**src/sv/lcdw_pkg.sv**
```systemverilog
// Shared types, constants and codes for the character display nibble writer.
`timescale 1ns / 1ps

package lcdw_pkg;

    localparam int LINE_CELLS    = 16;
    localparam int CNT_MAX       = 63;
    localparam int BAR_MAX_PCT   = 100;
    localparam int BAR_MAX_CELLS = 16;
    localparam int CELL_PIX      = 5;
    // x / 20 for x <= 1600: (x >> 2) * 205 >> 10
    localparam int DIV5_MUL      = 205;
    localparam int DIV5_SHIFT    = 10;

    localparam logic [2:0] OP_INIT       = 3'd0;
    localparam logic [2:0] OP_CLEAR      = 3'd1;
    localparam logic [2:0] OP_GOTO       = 3'd2;
    localparam logic [2:0] OP_PUT_CHAR   = 3'd3;
    localparam logic [2:0] OP_BAR        = 3'd4;
    localparam logic [2:0] OP_CURSOR_OFF = 3'd5;
    localparam logic [2:0] OP_CGRAM      = 3'd6;
    localparam logic [2:0] OP_RAW_DATA   = 3'd7;

    localparam logic [2:0] ALU_GOTO = 3'd0;
    localparam logic [2:0] ALU_INC  = 3'd1;
    localparam logic [2:0] ALU_MUL  = 3'd2;
    localparam logic [2:0] ALU_DIV  = 3'd3;
    localparam logic [2:0] ALU_SUB5 = 3'd4;

    localparam logic RS_CMD  = 1'b0;
    localparam logic RS_DATA = 1'b1;

    localparam logic [3:0] NIB_WAKE = 4'h3;
    localparam logic [3:0] NIB_4BIT = 4'h2;

    localparam logic [7:0] CMD_FUNC_SET   = 8'h28;
    localparam logic [7:0] CMD_ENTRY_MODE = 8'h06;
    localparam logic [7:0] CMD_DISP_ON    = 8'h0D;
    localparam logic [7:0] CMD_CLEAR      = 8'h01;
    localparam logic [7:0] CMD_DDRAM      = 8'h80;
    localparam logic [7:0] LINE2_OFS      = 8'h40;
    localparam logic [7:0] CMD_CURSOR_OFF = 8'h0C;
    localparam logic [7:0] CMD_CGRAM      = 8'h40;
    localparam logic [7:0] CHAR_FULL      = 8'h05;

    typedef struct packed {
        logic [2:0] opcode;
        logic [7:0] character;
        logic [4:0] column;
        logic [1:0] row;
        logic [6:0] bar_percent;
        logic [4:0] bar_cells;
    } t_in;

    typedef struct packed {
        logic       register_select;
        logic [3:0] nibble;
        logic       last;
    } t_out;

    typedef struct packed {
        logic [2:0]  op;
        logic [10:0] a;
        logic [4:0]  b;
    } t_alu_req;

endpackage

```
**src/sv/lcdw_alu.sv**
```systemverilog
// Shared arithmetic unit: address count, saturating increment, bar scaling.
`timescale 1ns / 1ps

module lcdw_alu (
    input  lcdw_pkg::t_alu_req i_req,
    output logic [10:0]        o_y
);

    logic [7:0]  w_c;
    logic [7:0]  w_ly;
    logic [13:0] w_cnt;
    logic [6:0]  w_pct;
    logic [4:0]  w_cells;
    logic [16:0] w_q;

    assign w_c   = {3'd0, i_req.a[4:0]} - 8'd1;
    assign w_ly  = {6'd0, i_req.b[1:0]} - 8'd1;
    assign w_cnt = 14'(w_ly) * 14'(lcdw_pkg::LINE_CELLS) + 14'(w_c);
    assign w_pct = (i_req.a[6:0] > 7'(lcdw_pkg::BAR_MAX_PCT)) ?
                   7'(lcdw_pkg::BAR_MAX_PCT) : i_req.a[6:0];
    assign w_cells = (i_req.b > 5'(lcdw_pkg::BAR_MAX_CELLS)) ?
                     5'(lcdw_pkg::BAR_MAX_CELLS) : i_req.b;
    assign w_q = 17'(i_req.a[10:2]) * 17'(lcdw_pkg::DIV5_MUL);

    always_comb begin
        unique case (i_req.op)
            lcdw_pkg::ALU_GOTO: begin
                o_y = (w_cnt > 14'(lcdw_pkg::CNT_MAX)) ?
                      11'(lcdw_pkg::CNT_MAX) : {5'd0, w_cnt[5:0]};
            end
            lcdw_pkg::ALU_INC: begin
                o_y = (i_req.a[5:0] < 6'(lcdw_pkg::CNT_MAX)) ?
                      {5'd0, i_req.a[5:0] + 6'd1} : {5'd0, i_req.a[5:0]};
            end
            lcdw_pkg::ALU_MUL: begin
                o_y = 11'(w_pct) * 11'(w_cells);
            end
            lcdw_pkg::ALU_DIV: begin
                o_y = 11'(w_q >> lcdw_pkg::DIV5_SHIFT);
            end
            lcdw_pkg::ALU_SUB5: begin
                o_y = i_req.a - 11'(lcdw_pkg::CELL_PIX);
            end
            default: begin
                o_y = i_req.a;
            end
        endcase
    end

endmodule

```
**src/sv/lcdw_seq.sv**
```systemverilog
// Opcode sequencer: expands one item into command and data nibbles.
`timescale 1ns / 1ps

module lcdw_seq (
    input  logic           i_clk,
    input  logic           i_rst_n,
    input  logic           i_in_valid,
    output logic           o_in_ready,
    input  lcdw_pkg::t_in  i_in_data,
    input  logic           i_can_load,
    output logic           o_load,
    output lcdw_pkg::t_out o_nib
);

    localparam logic [3:0] S_IDLE     = 4'd0;
    localparam logic [3:0] S_INIT_NIB = 4'd1;
    localparam logic [3:0] S_INIT_CMD = 4'd2;
    localparam logic [3:0] S_CLR      = 4'd3;
    localparam logic [3:0] S_HOME     = 4'd4;
    localparam logic [3:0] S_GOTO     = 4'd5;
    localparam logic [3:0] S_PUT      = 4'd6;
    localparam logic [3:0] S_PUT_DATA = 4'd7;
    localparam logic [3:0] S_BAR_MUL  = 4'd8;
    localparam logic [3:0] S_BAR_DIV  = 4'd9;
    localparam logic [3:0] S_BAR_CELL = 4'd10;
    localparam logic [3:0] S_BYTE     = 4'd11;

    logic [3:0]  r_state, n_state;
    logic [5:0]  r_cnt, n_cnt;
    logic [7:0]  r_char, n_char;
    logic [4:0]  r_col, n_col;
    logic [1:0]  r_row, n_row;
    logic [6:0]  r_pct, n_pct;
    logic [4:0]  r_cells, n_cells;
    logic [1:0]  r_idx, n_idx;
    logic [10:0] r_v, n_v;
    logic [4:0]  r_left, n_left;
    logic [7:0]  r_byte, n_byte;
    logic        r_rs, n_rs;
    logic        r_lo, n_lo;
    logic        r_blast, n_blast;
    logic [3:0]  r_ret, n_ret;
    logic        r_bar, n_bar;
    logic        r_final, n_final;

    lcdw_pkg::t_alu_req w_req;
    logic [10:0]        w_y;
    logic [7:0]         w_addr;
    logic [7:0]         w_col0;
    logic [4:0]         w_cells_c;
    logic [7:0]         w_init_cmd;

    lcdw_alu u_alu (
        .i_req (w_req),
        .o_y   (w_y)
    );

    assign w_col0    = {3'd0, r_col} - 8'd1;
    assign w_addr    = lcdw_pkg::CMD_DDRAM | ((r_row != 2'd1) ? lcdw_pkg::LINE2_OFS : 8'h00)
                       | w_col0;
    assign w_cells_c = (r_cells > 5'(lcdw_pkg::BAR_MAX_CELLS)) ?
                       5'(lcdw_pkg::BAR_MAX_CELLS) : r_cells;

    always_comb begin
        unique case (r_idx)
            2'd0:    w_init_cmd = lcdw_pkg::CMD_FUNC_SET;
            2'd1:    w_init_cmd = lcdw_pkg::CMD_ENTRY_MODE;
            default: w_init_cmd = lcdw_pkg::CMD_DISP_ON;
        endcase
    end

    always_comb begin
        w_req.a  = {5'd0, r_cnt};
        w_req.b  = 5'd0;
        w_req.op = lcdw_pkg::ALU_INC;
        unique case (r_state)
            S_GOTO: begin
                w_req.op = lcdw_pkg::ALU_GOTO;
                w_req.a  = {6'd0, r_col};
                w_req.b  = {3'd0, r_row};
            end
            S_BAR_MUL: begin
                w_req.op = lcdw_pkg::ALU_MUL;
                w_req.a  = {4'd0, r_pct};
                w_req.b  = r_cells;
            end
            S_BAR_DIV: begin
                w_req.op = lcdw_pkg::ALU_DIV;
                w_req.a  = r_v;
            end
            S_BAR_CELL: begin
                w_req.op = lcdw_pkg::ALU_SUB5;
                w_req.a  = r_v;
            end
            default: begin
                w_req.op = lcdw_pkg::ALU_INC;
            end
        endcase
    end

    always_comb begin
        n_state = r_state;
        n_cnt   = r_cnt;
        n_char  = r_char;
        n_col   = r_col;
        n_row   = r_row;
        n_pct   = r_pct;
        n_cells = r_cells;
        n_idx   = r_idx;
        n_v     = r_v;
        n_left  = r_left;
        n_byte  = r_byte;
        n_rs    = r_rs;
        n_lo    = r_lo;
        n_blast = r_blast;
        n_ret   = r_ret;
        n_bar   = r_bar;
        n_final = r_final;
        o_load  = 1'b0;
        o_nib.register_select = r_rs;
        o_nib.nibble          = r_lo ? r_byte[3:0] : r_byte[7:4];
        o_nib.last            = r_lo & r_blast;

        unique case (r_state)
            S_IDLE: begin
                if (i_in_valid) begin
                    n_char  = i_in_data.character;
                    n_col   = i_in_data.column;
                    n_row   = i_in_data.row;
                    n_pct   = i_in_data.bar_percent;
                    n_cells = i_in_data.bar_cells;
                    n_idx   = 2'd0;
                    n_lo    = 1'b0;
                    n_bar   = 1'b0;
                    n_final = 1'b1;
                    n_ret   = S_IDLE;
                    n_blast = 1'b1;
                    n_rs    = lcdw_pkg::RS_CMD;
                    unique case (i_in_data.opcode)
                        lcdw_pkg::OP_INIT:     n_state = S_INIT_NIB;
                        lcdw_pkg::OP_CLEAR:    n_state = S_CLR;
                        lcdw_pkg::OP_GOTO:     n_state = S_GOTO;
                        lcdw_pkg::OP_PUT_CHAR: n_state = S_PUT;
                        lcdw_pkg::OP_BAR:      n_state = S_BAR_MUL;
                        lcdw_pkg::OP_CURSOR_OFF: begin
                            n_byte  = lcdw_pkg::CMD_CURSOR_OFF;
                            n_state = S_BYTE;
                        end
                        lcdw_pkg::OP_CGRAM: begin
                            n_byte  = lcdw_pkg::CMD_CGRAM;
                            n_state = S_BYTE;
                        end
                        default: begin
                            n_byte  = i_in_data.character;
                            n_rs    = lcdw_pkg::RS_DATA;
                            n_state = S_BYTE;
                        end
                    endcase
                end
            end
            S_INIT_NIB: begin
                o_nib.register_select = lcdw_pkg::RS_CMD;
                o_nib.nibble          = (r_idx == 2'd3) ? lcdw_pkg::NIB_4BIT
                                                        : lcdw_pkg::NIB_WAKE;
                o_nib.last            = 1'b0;
                if (i_can_load) begin
                    o_load = 1'b1;
                    n_idx  = r_idx + 2'd1;
                    if (r_idx == 2'd3) begin
                        n_state = S_INIT_CMD;
                    end
                end
            end
            S_INIT_CMD: begin
                n_byte  = w_init_cmd;
                n_rs    = lcdw_pkg::RS_CMD;
                n_blast = 1'b0;
                n_lo    = 1'b0;
                n_idx   = r_idx + 2'd1;
                n_ret   = (r_idx == 2'd2) ? S_CLR : S_INIT_CMD;
                n_state = S_BYTE;
            end
            S_CLR: begin
                n_byte  = lcdw_pkg::CMD_CLEAR;
                n_rs    = lcdw_pkg::RS_CMD;
                n_blast = 1'b0;
                n_lo    = 1'b0;
                n_ret   = S_HOME;
                n_state = S_BYTE;
            end
            S_HOME: begin
                n_byte  = lcdw_pkg::CMD_DDRAM;
                n_rs    = lcdw_pkg::RS_CMD;
                n_blast = 1'b1;
                n_lo    = 1'b0;
                n_cnt   = 6'd0;
                n_ret   = S_IDLE;
                n_state = S_BYTE;
            end
            S_GOTO: begin
                n_byte  = w_addr;
                n_rs    = lcdw_pkg::RS_CMD;
                n_blast = 1'b1;
                n_lo    = 1'b0;
                n_cnt   = w_y[5:0];
                n_ret   = S_IDLE;
                n_state = S_BYTE;
            end
            S_PUT: begin
                if (r_cnt == 6'(lcdw_pkg::LINE_CELLS)) begin
                    n_byte  = lcdw_pkg::CMD_DDRAM | lcdw_pkg::LINE2_OFS;
                    n_rs    = lcdw_pkg::RS_CMD;
                    n_blast = 1'b0;
                    n_lo    = 1'b0;
                    n_ret   = S_PUT_DATA;
                    n_state = S_BYTE;
                end else begin
                    n_state = S_PUT_DATA;
                end
            end
            S_PUT_DATA: begin
                n_byte  = r_char;
                n_rs    = lcdw_pkg::RS_DATA;
                n_blast = r_final;
                n_lo    = 1'b0;
                n_cnt   = w_y[5:0];
                n_ret   = (r_bar && !r_final) ? S_BAR_CELL : S_IDLE;
                n_state = S_BYTE;
            end
            S_BAR_MUL: begin
                n_v    = w_y;
                n_left = w_cells_c;
                n_bar  = 1'b1;
                n_state = (w_cells_c == 5'd0) ? S_IDLE : S_BAR_DIV;
            end
            S_BAR_DIV: begin
                n_v     = w_y;
                n_state = S_BAR_CELL;
            end
            S_BAR_CELL: begin
                if (r_v > 11'(lcdw_pkg::CELL_PIX)) begin
                    n_char  = lcdw_pkg::CHAR_FULL;
                    n_v     = w_y;
                    n_final = (r_left == 5'd1);
                end else begin
                    n_char  = r_v[7:0];
                    n_final = 1'b1;
                end
                n_left  = r_left - 5'd1;
                n_state = S_PUT;
            end
            S_BYTE: begin
                if (i_can_load) begin
                    o_load = 1'b1;
                    n_lo   = ~r_lo;
                    if (r_lo) begin
                        n_state = r_ret;
                    end
                end
            end
            default: begin
                n_state = S_IDLE;
            end
        endcase
    end

    assign o_in_ready = (r_state == S_IDLE);

    always_ff @(posedge i_clk) begin
        if (!i_rst_n) begin
            r_state <= S_IDLE;
            r_cnt   <= 6'd0;
            r_lo    <= 1'b0;
        end else begin
            r_state <= n_state;
            r_cnt   <= n_cnt;
            r_lo    <= n_lo;
        end
    end

    always_ff @(posedge i_clk) begin
        r_char  <= n_char;
        r_col   <= n_col;
        r_row   <= n_row;
        r_pct   <= n_pct;
        r_cells <= n_cells;
        r_idx   <= n_idx;
        r_v     <= n_v;
        r_left  <= n_left;
        r_byte  <= n_byte;
        r_rs    <= n_rs;
        r_blast <= n_blast;
        r_ret   <= n_ret;
        r_bar   <= n_bar;
        r_final <= n_final;
    end

endmodule

```
**src/sv/char_lcd_4bit_command_writer.sv**
```systemverilog
// Top level: 4-bit character display command writer with output register.
//
//   channel   direction   handshake                  payload
//   in        sink        i_in_valid / o_in_ready    i_in_data  (t_in)
//   out       source      o_out_valid / i_out_ready  o_out_data (t_out)
//
// One nibble leaves per cycle while a byte streams and the output is not stalled.
// Init sends the wake nibbles and setup commands; a bar graph runs each cell
// through the shared unit and adds a line-wrap command when the first row fills.
// Reset is synchronous and clears the sequencer, the cell counter and the output
// valid flag. A stalled output holds the sequencer; a new item is taken while
// the last nibble of the previous one still waits in the output register.
`timescale 1ns / 1ps

module char_lcd_4bit_command_writer (
    input  logic           i_clk,
    input  logic           i_rst_n,
    input  logic           i_in_valid,
    output logic           o_in_ready,
    input  lcdw_pkg::t_in  i_in_data,
    output logic           o_out_valid,
    input  logic           i_out_ready,
    output lcdw_pkg::t_out o_out_data
);

    logic           r_out_valid;
    lcdw_pkg::t_out r_out;
    logic           w_can_load;
    logic           w_load;
    lcdw_pkg::t_out w_nib;

    assign w_can_load = !r_out_valid || i_out_ready;

    lcdw_seq u_seq (
        .i_clk      (i_clk),
        .i_rst_n    (i_rst_n),
        .i_in_valid (i_in_valid),
        .o_in_ready (o_in_ready),
        .i_in_data  (i_in_data),
        .i_can_load (w_can_load),
        .o_load     (w_load),
        .o_nib      (w_nib)
    );

    always_ff @(posedge i_clk) begin
        if (!i_rst_n) begin
            r_out_valid <= 1'b0;
        end else if (w_load) begin
            r_out_valid <= 1'b1;
        end else if (i_out_ready) begin
            r_out_valid <= 1'b0;
        end
    end

    always_ff @(posedge i_clk) begin
        if (w_load) begin
            r_out <= w_nib;
        end
    end

    assign o_out_valid = r_out_valid;
    assign o_out_data  = r_out;

    a_load_slot_free: assert property (@(posedge i_clk) disable iff (!i_rst_n)
        w_load |-> w_can_load)
        else $error("nibble loaded over a pending transfer");

    a_busy_mid_run: assert property (@(posedge i_clk) disable iff (!i_rst_n)
        (r_out_valid && !r_out.last) |-> !o_in_ready)
        else $error("input taken before the run finished");

    a_leave_idle: assert property (@(posedge i_clk) disable iff (!i_rst_n)
        (i_in_valid && o_in_ready) |=> !o_in_ready)
        else $error("sequencer stayed idle after an input transfer");

endmodule
```
**config.mk**
```make
export PLATFORM = sky130hd
export DESIGN_NAME = char_lcd_4bit_command_writer
export DESIGN_NICKNAME = d
export VERILOG_FILES = /design/src/sv/lcdw_pkg.sv /design/src/sv/lcdw_alu.sv /design/src/sv/lcdw_seq.sv /design/src/sv/char_lcd_4bit_command_writer.sv
export SDC_FILE = /design/constraint.sdc
export NUM_CORES = 1
export LEC_CHECK = 0
export BUFFER_PORTS_ARGS = -buffer_cell sky130_fd_sc_hd__buf_4
export CAP_MARGIN = 10
export CORE_UTILIZATION = 57
export DETAILED_ROUTE_END_ITERATION = 12
export PLACE_DENSITY = 0.79
export SLEW_MARGIN = 20
export SYNTH_ARGS = -nofsm -noshare
export SYNTH_HDL_FRONTEND = slang
export SYNTH_HIERARCHICAL = 1
export SYNTH_SLANG_ARGS = --single-unit
```
**constraint.sdc**
```tcl
create_clock -name i_clk -period 6.2 [get_ports i_clk]
set_input_delay 0.93 -clock i_clk [delete_from_list [all_inputs] [get_ports i_clk]]
set_output_delay 0.93 -clock i_clk [all_outputs]
set_load 0.01 [all_outputs]
```
# After elaboration in Yosys (flattened, before gate mapping)
# Cells that the tools add are included.
dict set report totals {
  reg_bits 79
  in_bits 34
  wordCells 175
}
dict set report classes {
  n_reduce_logical 42
  multipliers 2
  n_bitwise 3
  addsub 8
  magnitude_cmp 6
  mux 58
  n_eq_ne 35
}
# op n
set op_table {}
lappend op_table {{8-bit case mux with 7 select lines} 1}
lappend op_table {{11-bit case mux with 5 select lines} 1}
lappend op_table {{4-bit two-way mux} 11}
lappend op_table {{11-bit case mux with 3 select lines} 1}
lappend op_table {{8-bit two-way mux} 4}
lappend op_table {{4-bit case mux with 8 select lines} 1}
lappend op_table {{4-bit case mux with 6 select lines} 1}
lappend op_table {{6-bit case mux with 2 select lines} 2}
lappend op_table {{8-bit case mux with 3 select lines} 1}
lappend op_table {{11-bit case mux with 2 select lines} 1}
lappend op_table {{4-bit case mux with 5 select lines} 1}
lappend op_table {{5-bit case mux with 2 select lines} 2}
lappend op_table {{9-bit by 8-bit multiplier with 17-bit output (second input constant)} 1}
lappend op_table {{4-bit by 3-bit == test with 1-bit output (second input constant)} 4}
lappend op_table {{4-bit == test (second input constant)} 4}
lappend op_table {{8-bit case mux with 2 select lines} 1}
lappend op_table {{5-bit two-way mux} 3}
lappend op_table {{7-bit two-way mux} 2}
lappend op_table {{2-bit by 1-bit inequality test with 1-bit output (second input constant)} 7}
lappend op_table {{12-bit by 8-bit adder with 13-bit output} 1}
lappend op_table {{13-bit by 6-bit greater-than comparator with 1-bit output (second input constant)} 1}
lappend op_table {{1-bit two-way mux} 13}
lappend op_table {{3-bit by 2-bit == test with 1-bit output (second input constant)} 4}
lappend op_table {{3-bit == test (second input constant)} 4}
lappend op_table {{51 further kinds} 82}

# Logic depth before layout (Yosys ltp)
dict set report depth {
  word_depth 10
  ltp_mapped 28
  ltp_nobuf 25
}

# Modules after synthesis
# The synthesis kept the hierarchy.
# module cells_each area_per_inst_um2 instances seq_area_each_um2
set modules_own_cells {}
lappend modules_own_cells {lcdw_seq 357 3779.9 1 2052.0}
lappend modules_own_cells {lcdw_alu 469 3692.3 1 0.0}
lappend modules_own_cells {char_lcd_4bit_command_writer 10 229.0 1 200.2}

# Least setup slack after synthesis
# OpenSTA, ideal clock, no wires.
dict set report synth_timing {
  kind {reg-to-reg}
  startpoint {register u_seq.r_state[0]}
  endpoint {register u_seq.r_v[10] (data pin)}
  t_required_ns 5.944
  stages_incl_launch_ff 25
  setup_slack_ns 0.204
  path_buffers 3
  arrival_time_ns 5.739
  path_cell_list {dfxtp_1 > buf_4 > nand2b_1 > a21oi_1 > buf_4 > a222oi_1 > a21oi_1 > clkbuf_1 > inv_1 > ha_1 > nand4_1 > nand3_1 > nand2_1 > or2_2 > fa_1 > fa_1 > fa_1 > inv_1 > ha_1 > a21o_1 > a21oi_1 > o21ai_0 > o41ai_1 > xnor2_1 > a22o_1}
}
# element line_no
set synth_rtl {}
lappend synth_rtl {{start, declared} lcdw_seq.sv:28} ;# logic [3:0] r_state, n_state;
lappend synth_rtl {{start signal, assigned} lcdw_seq.sv:275} ;# r_state <= n_state;
lappend synth_rtl {{end signal, assigned} lcdw_seq.sv:288} ;# r_v <= n_v;
lappend synth_rtl {{end, declared} lcdw_seq.sv:36} ;# logic [10:0] r_v, n_v;

==> results by group <==
Status
  – Status: finished clean

Placed design
  – Routability Congestion: 0.9552
  – Port Buffer Count: 41
  – Pre-CTS WS: 336.2 ps
  – Detailed Place HPWL: 15170 um

GRT
  – GRT Util Overall: 27.89%
  – Vias in the first global route: 6066
  – Overflow after GRT: 0
  – Largest net degree at the start of global routing: 27
  – First-pass GRT wire length: 30460 um
  – Number of antenna violations at the first check in global routing: 0

Clock network
  – Hold Buf Count CTS: 0
  – Clk_lat worst skew: 330 ps
  – Root cell of the clock tree: clkbuf_16
  – Deepest clock path buffer count: 2
  – Sink Count: 79
  – H-tree levels: 3
  – CTS tree: built
  – Clock-pin slew of the registers on the worst-case setup and hold paths: 60 ps
  – CTS Buf Count: 9

Synth
  – Synth top area share: 26.13%
  – Dominant synthesized flop cell: edfxtp_1
  – Portion of netlist area occupied by mux cells: 0.9423%
  – Mapped Area: 7701 um^2
  – Sequential area share after synthesis: 29.24%
  – Post-Syn Instances: 836
  – Avg Cell Area, Syn: 9.212 um^2
  – Largest family of logic cells by synthesized area: adder cells
  – Post-Syn Nets: 994
  – Synth Area in Simple Gates: 18.54%
  – Synth area leader: edfxtp_1
  – Synth Area in Adders: 23.07%
  – Post-synth ARST share: 0%
  – XOR/XNOR Fraction of Synth Area: 3.298%
  – Top cells by area, synth: edfxtp_1 26%, ha_1 15%, fa_1 7.8%, inv_1 4.7%, nor2_1 3.7%
  – Number of synthesized flops with an enable pin: 67
  – FF+latch count, synth: 79
  – Yosys warns: 6
  – Synth cell types: 83
  – Compound-Gate Fraction of Synth Area: 17.90%

STA
  – Fmax: 168.6 MHz
  – Hold Violations, Final: 0
  – # setup viols final: 0
  – Tightest Pin Transition: 771.8 ps
  – Max_slew headroom: 48.55%
  – RSZ-0062 raised after global routing: no
  – Worst clock skew: 7.111 ps
  – Crit path time final: 5931 ps
  – Final TNS setup: 0 ps
  – Max-slew violation count: 0
  – Worst Slack Setup Final: 269.1 ps
  – Crit share post-route: 95.66%

Die
  – Die W: 118.2 um
  – Ports: 42
  – Chip height: 118.2 um
  – Initial Util: 58.39%
  – # rows: 42
  – Die area: 13980 um^2
  – Core Region: 13190 um^2

Worst setup path
  – CP arrival: 6010 ps
  – Worst Path Required: 6280 ps
  – Crit path max fanout: 7
  – Type of destination of the critical path: flop
  – Worst setup path category: flop to flop
  – Crit path launch type: flop

Routing
  – Drt wl/cell: 18.24 um
  – DR iter-0 viols: 865
  – TritonRoute pass-1 iters: 6
  – Vias: 6580
  – DRT antenna net count: 0
  – Vias per cell: 6.196
  – Final WL: 19380 um
  – DR DRC count: 0

Flow run
  – MaxCap Viol Count: 0

Pwr
  – Power per Cell Area: 528.9 nW/um^2
  – Static leakage: 3.819 nW
  – Pint: 2.335 mW
  – Clock power share: 11.1%
  – Power share of the sequential group: 20.9%
  – Switching Share: 48.39%
  – Sw power: 2.190 mW
  – Max rail drop VDD: 522.9 uV
  – Combinational Power Share: 68.0%
  – Power, Total: 4.526 mW

Finish
  – Layout area overhead: 11.11%
  – Most frequent cells in the layout: 95 x inv_1, 94 x ha_1, 76 x nor2_1
  – Diode count: 0
  – Final net count: 1040
  – Commonest non-fill, non-tap cell in the layout: inv_1
  – Fill cells: 1018
  – Fraction of layout cells with a size suffix above 1: 12.75%

Hold path
  – Hold Path Class: flop to flop
[per-layer routing]
metal	track usage [%]	up-vias	share of wire (%)
met5	0	-	0
met4	10.50	0	2.5
met3	5.502	44	9.7
met2	44.04	341	46
met1	37.83	3111	41
li1	-	3084	-
[layout make-up]
cell class / count / area (um^2) / share of cell area [%]
repair buffers: 68 / 514.2 / 6.010
inverters: 97 / 364.1 / 4.255
clock buffers: 10 / 229.0 / 2.676
well taps: 176 / 220.2 / 2.573
clock inverters: 5 / 50.05 / 0.5849
multi-input cells: 627 / 4927 / 57.58
flip-flops and latches: 79 / 2252 / 26.32
[sequential cells by signal, indices dropped and copies added (netlist names), 4 cells and up]
register       count
u_seq/r_byte       8
u_seq/r_pct        7
u_seq/r_cells      5
u_seq/r_col        5
u_seq/r_v         11
u_seq/r_left       5
o_out_data         6
u_seq/r_state      4
u_seq/r_char       8
u_seq/r_cnt        6
u_seq/r_ret        4
[worst paths after layout]
path / start / end / slack, ps / cells after the start
worst max-delay path: u_seq/r_state[0] / u_seq/r_v[6] / 270 / 23
worst min-delay path: o_out_valid / o_out_valid / 520 / 2
worst max register to register: u_seq/r_state[0] / u_seq/r_v[6] / 270 / 23
worst min register to register: o_out_valid / o_out_valid / 520 / 2
[critical path: stages (launching register included)]
cell,delay (ps)
dfxtp_1,340
or2b_1,280
buf_4,170
a21oi_1,170
buf_4,180
a222oi_1,90
a21oi_1,210
inv_1,150
ha_1,230
nand2b_1,150
a31oi_1,110
buf_4,160
or2_2,310
fa_1,480
fa_1,520
fa_1,540
inv_1,40
ha_1,350
a21o_1,180
a21oi_1,210
xor2_1,240
o32a_1,200
o21ai_0,70
or3_1,300
[per-stage QoR]
step	cells	util (%)	area [um^2]	hold slack, ps
after floorplan	836	-	7701	479.9
after global placement	1046	62.54	8249	507.4
after detailed placement	1046	62.54	8249	523.7
after CTS	1061	64.66	8528	529.6
after global routing	1062	64.87	8557	554.8
final	1062	64.87	8557	523.6
[Yosys cell counts (6+ instances only)]
library cell	number
and2_1	12
a211oi_1	10
a22o_1	6
and3_1	7
o21ai_1	6
o21ai_0	33
nand3_1	22
a22oi_1	9
fa_1	30
nand2_1	56
buf_2	13
nand3b_1	7
nor2b_1	19
a21oi_1	43
xnor2_1	21
ha_1	94
buf_4	7
a21o_1	6
dfxtp_1	12
xor2_1	8
inv_1	96
edfxtp_1	67
a222oi_1	6
clkbuf_1	11
nor2_1	76
nor3_1	13
a31oi_1	9
nand2b_1	17
nand4_1	7
[power by group through the flow]
stage	Sequential (mW)	Clock, mW	Combinational [mW]
after floorplan	0.917	0	2.20
after global placement	0.942	0	2.92
after detailed placement	0.948	0	2.97
after CTS	0.939	0.506	3.00
after global routing	0.956	0.527	3.38
final	0.944	0.504	3.08
[logic make-up after synthesis]
| group | Yosys count |
|---|---|
| AO/OA/AOI/OAI | 193 |
| AND/OR/NAND/NOR | 274 |
| XOR/XNOR | 29 |
| flip-flops | 79 |
| multiplexers | 7 |
| buffers and inverters | 130 |
| adder cells (fa/ha/maj) | 124 |
[what timing repair did]
item,in CTS,in global routing
setup buffers,0,1
endpoints found under the setup margin,0,4
endpoints found under the hold margin,0,0
gates resized for setup,0,7
No activity file was read; power rests on OpenSTA's default activity.
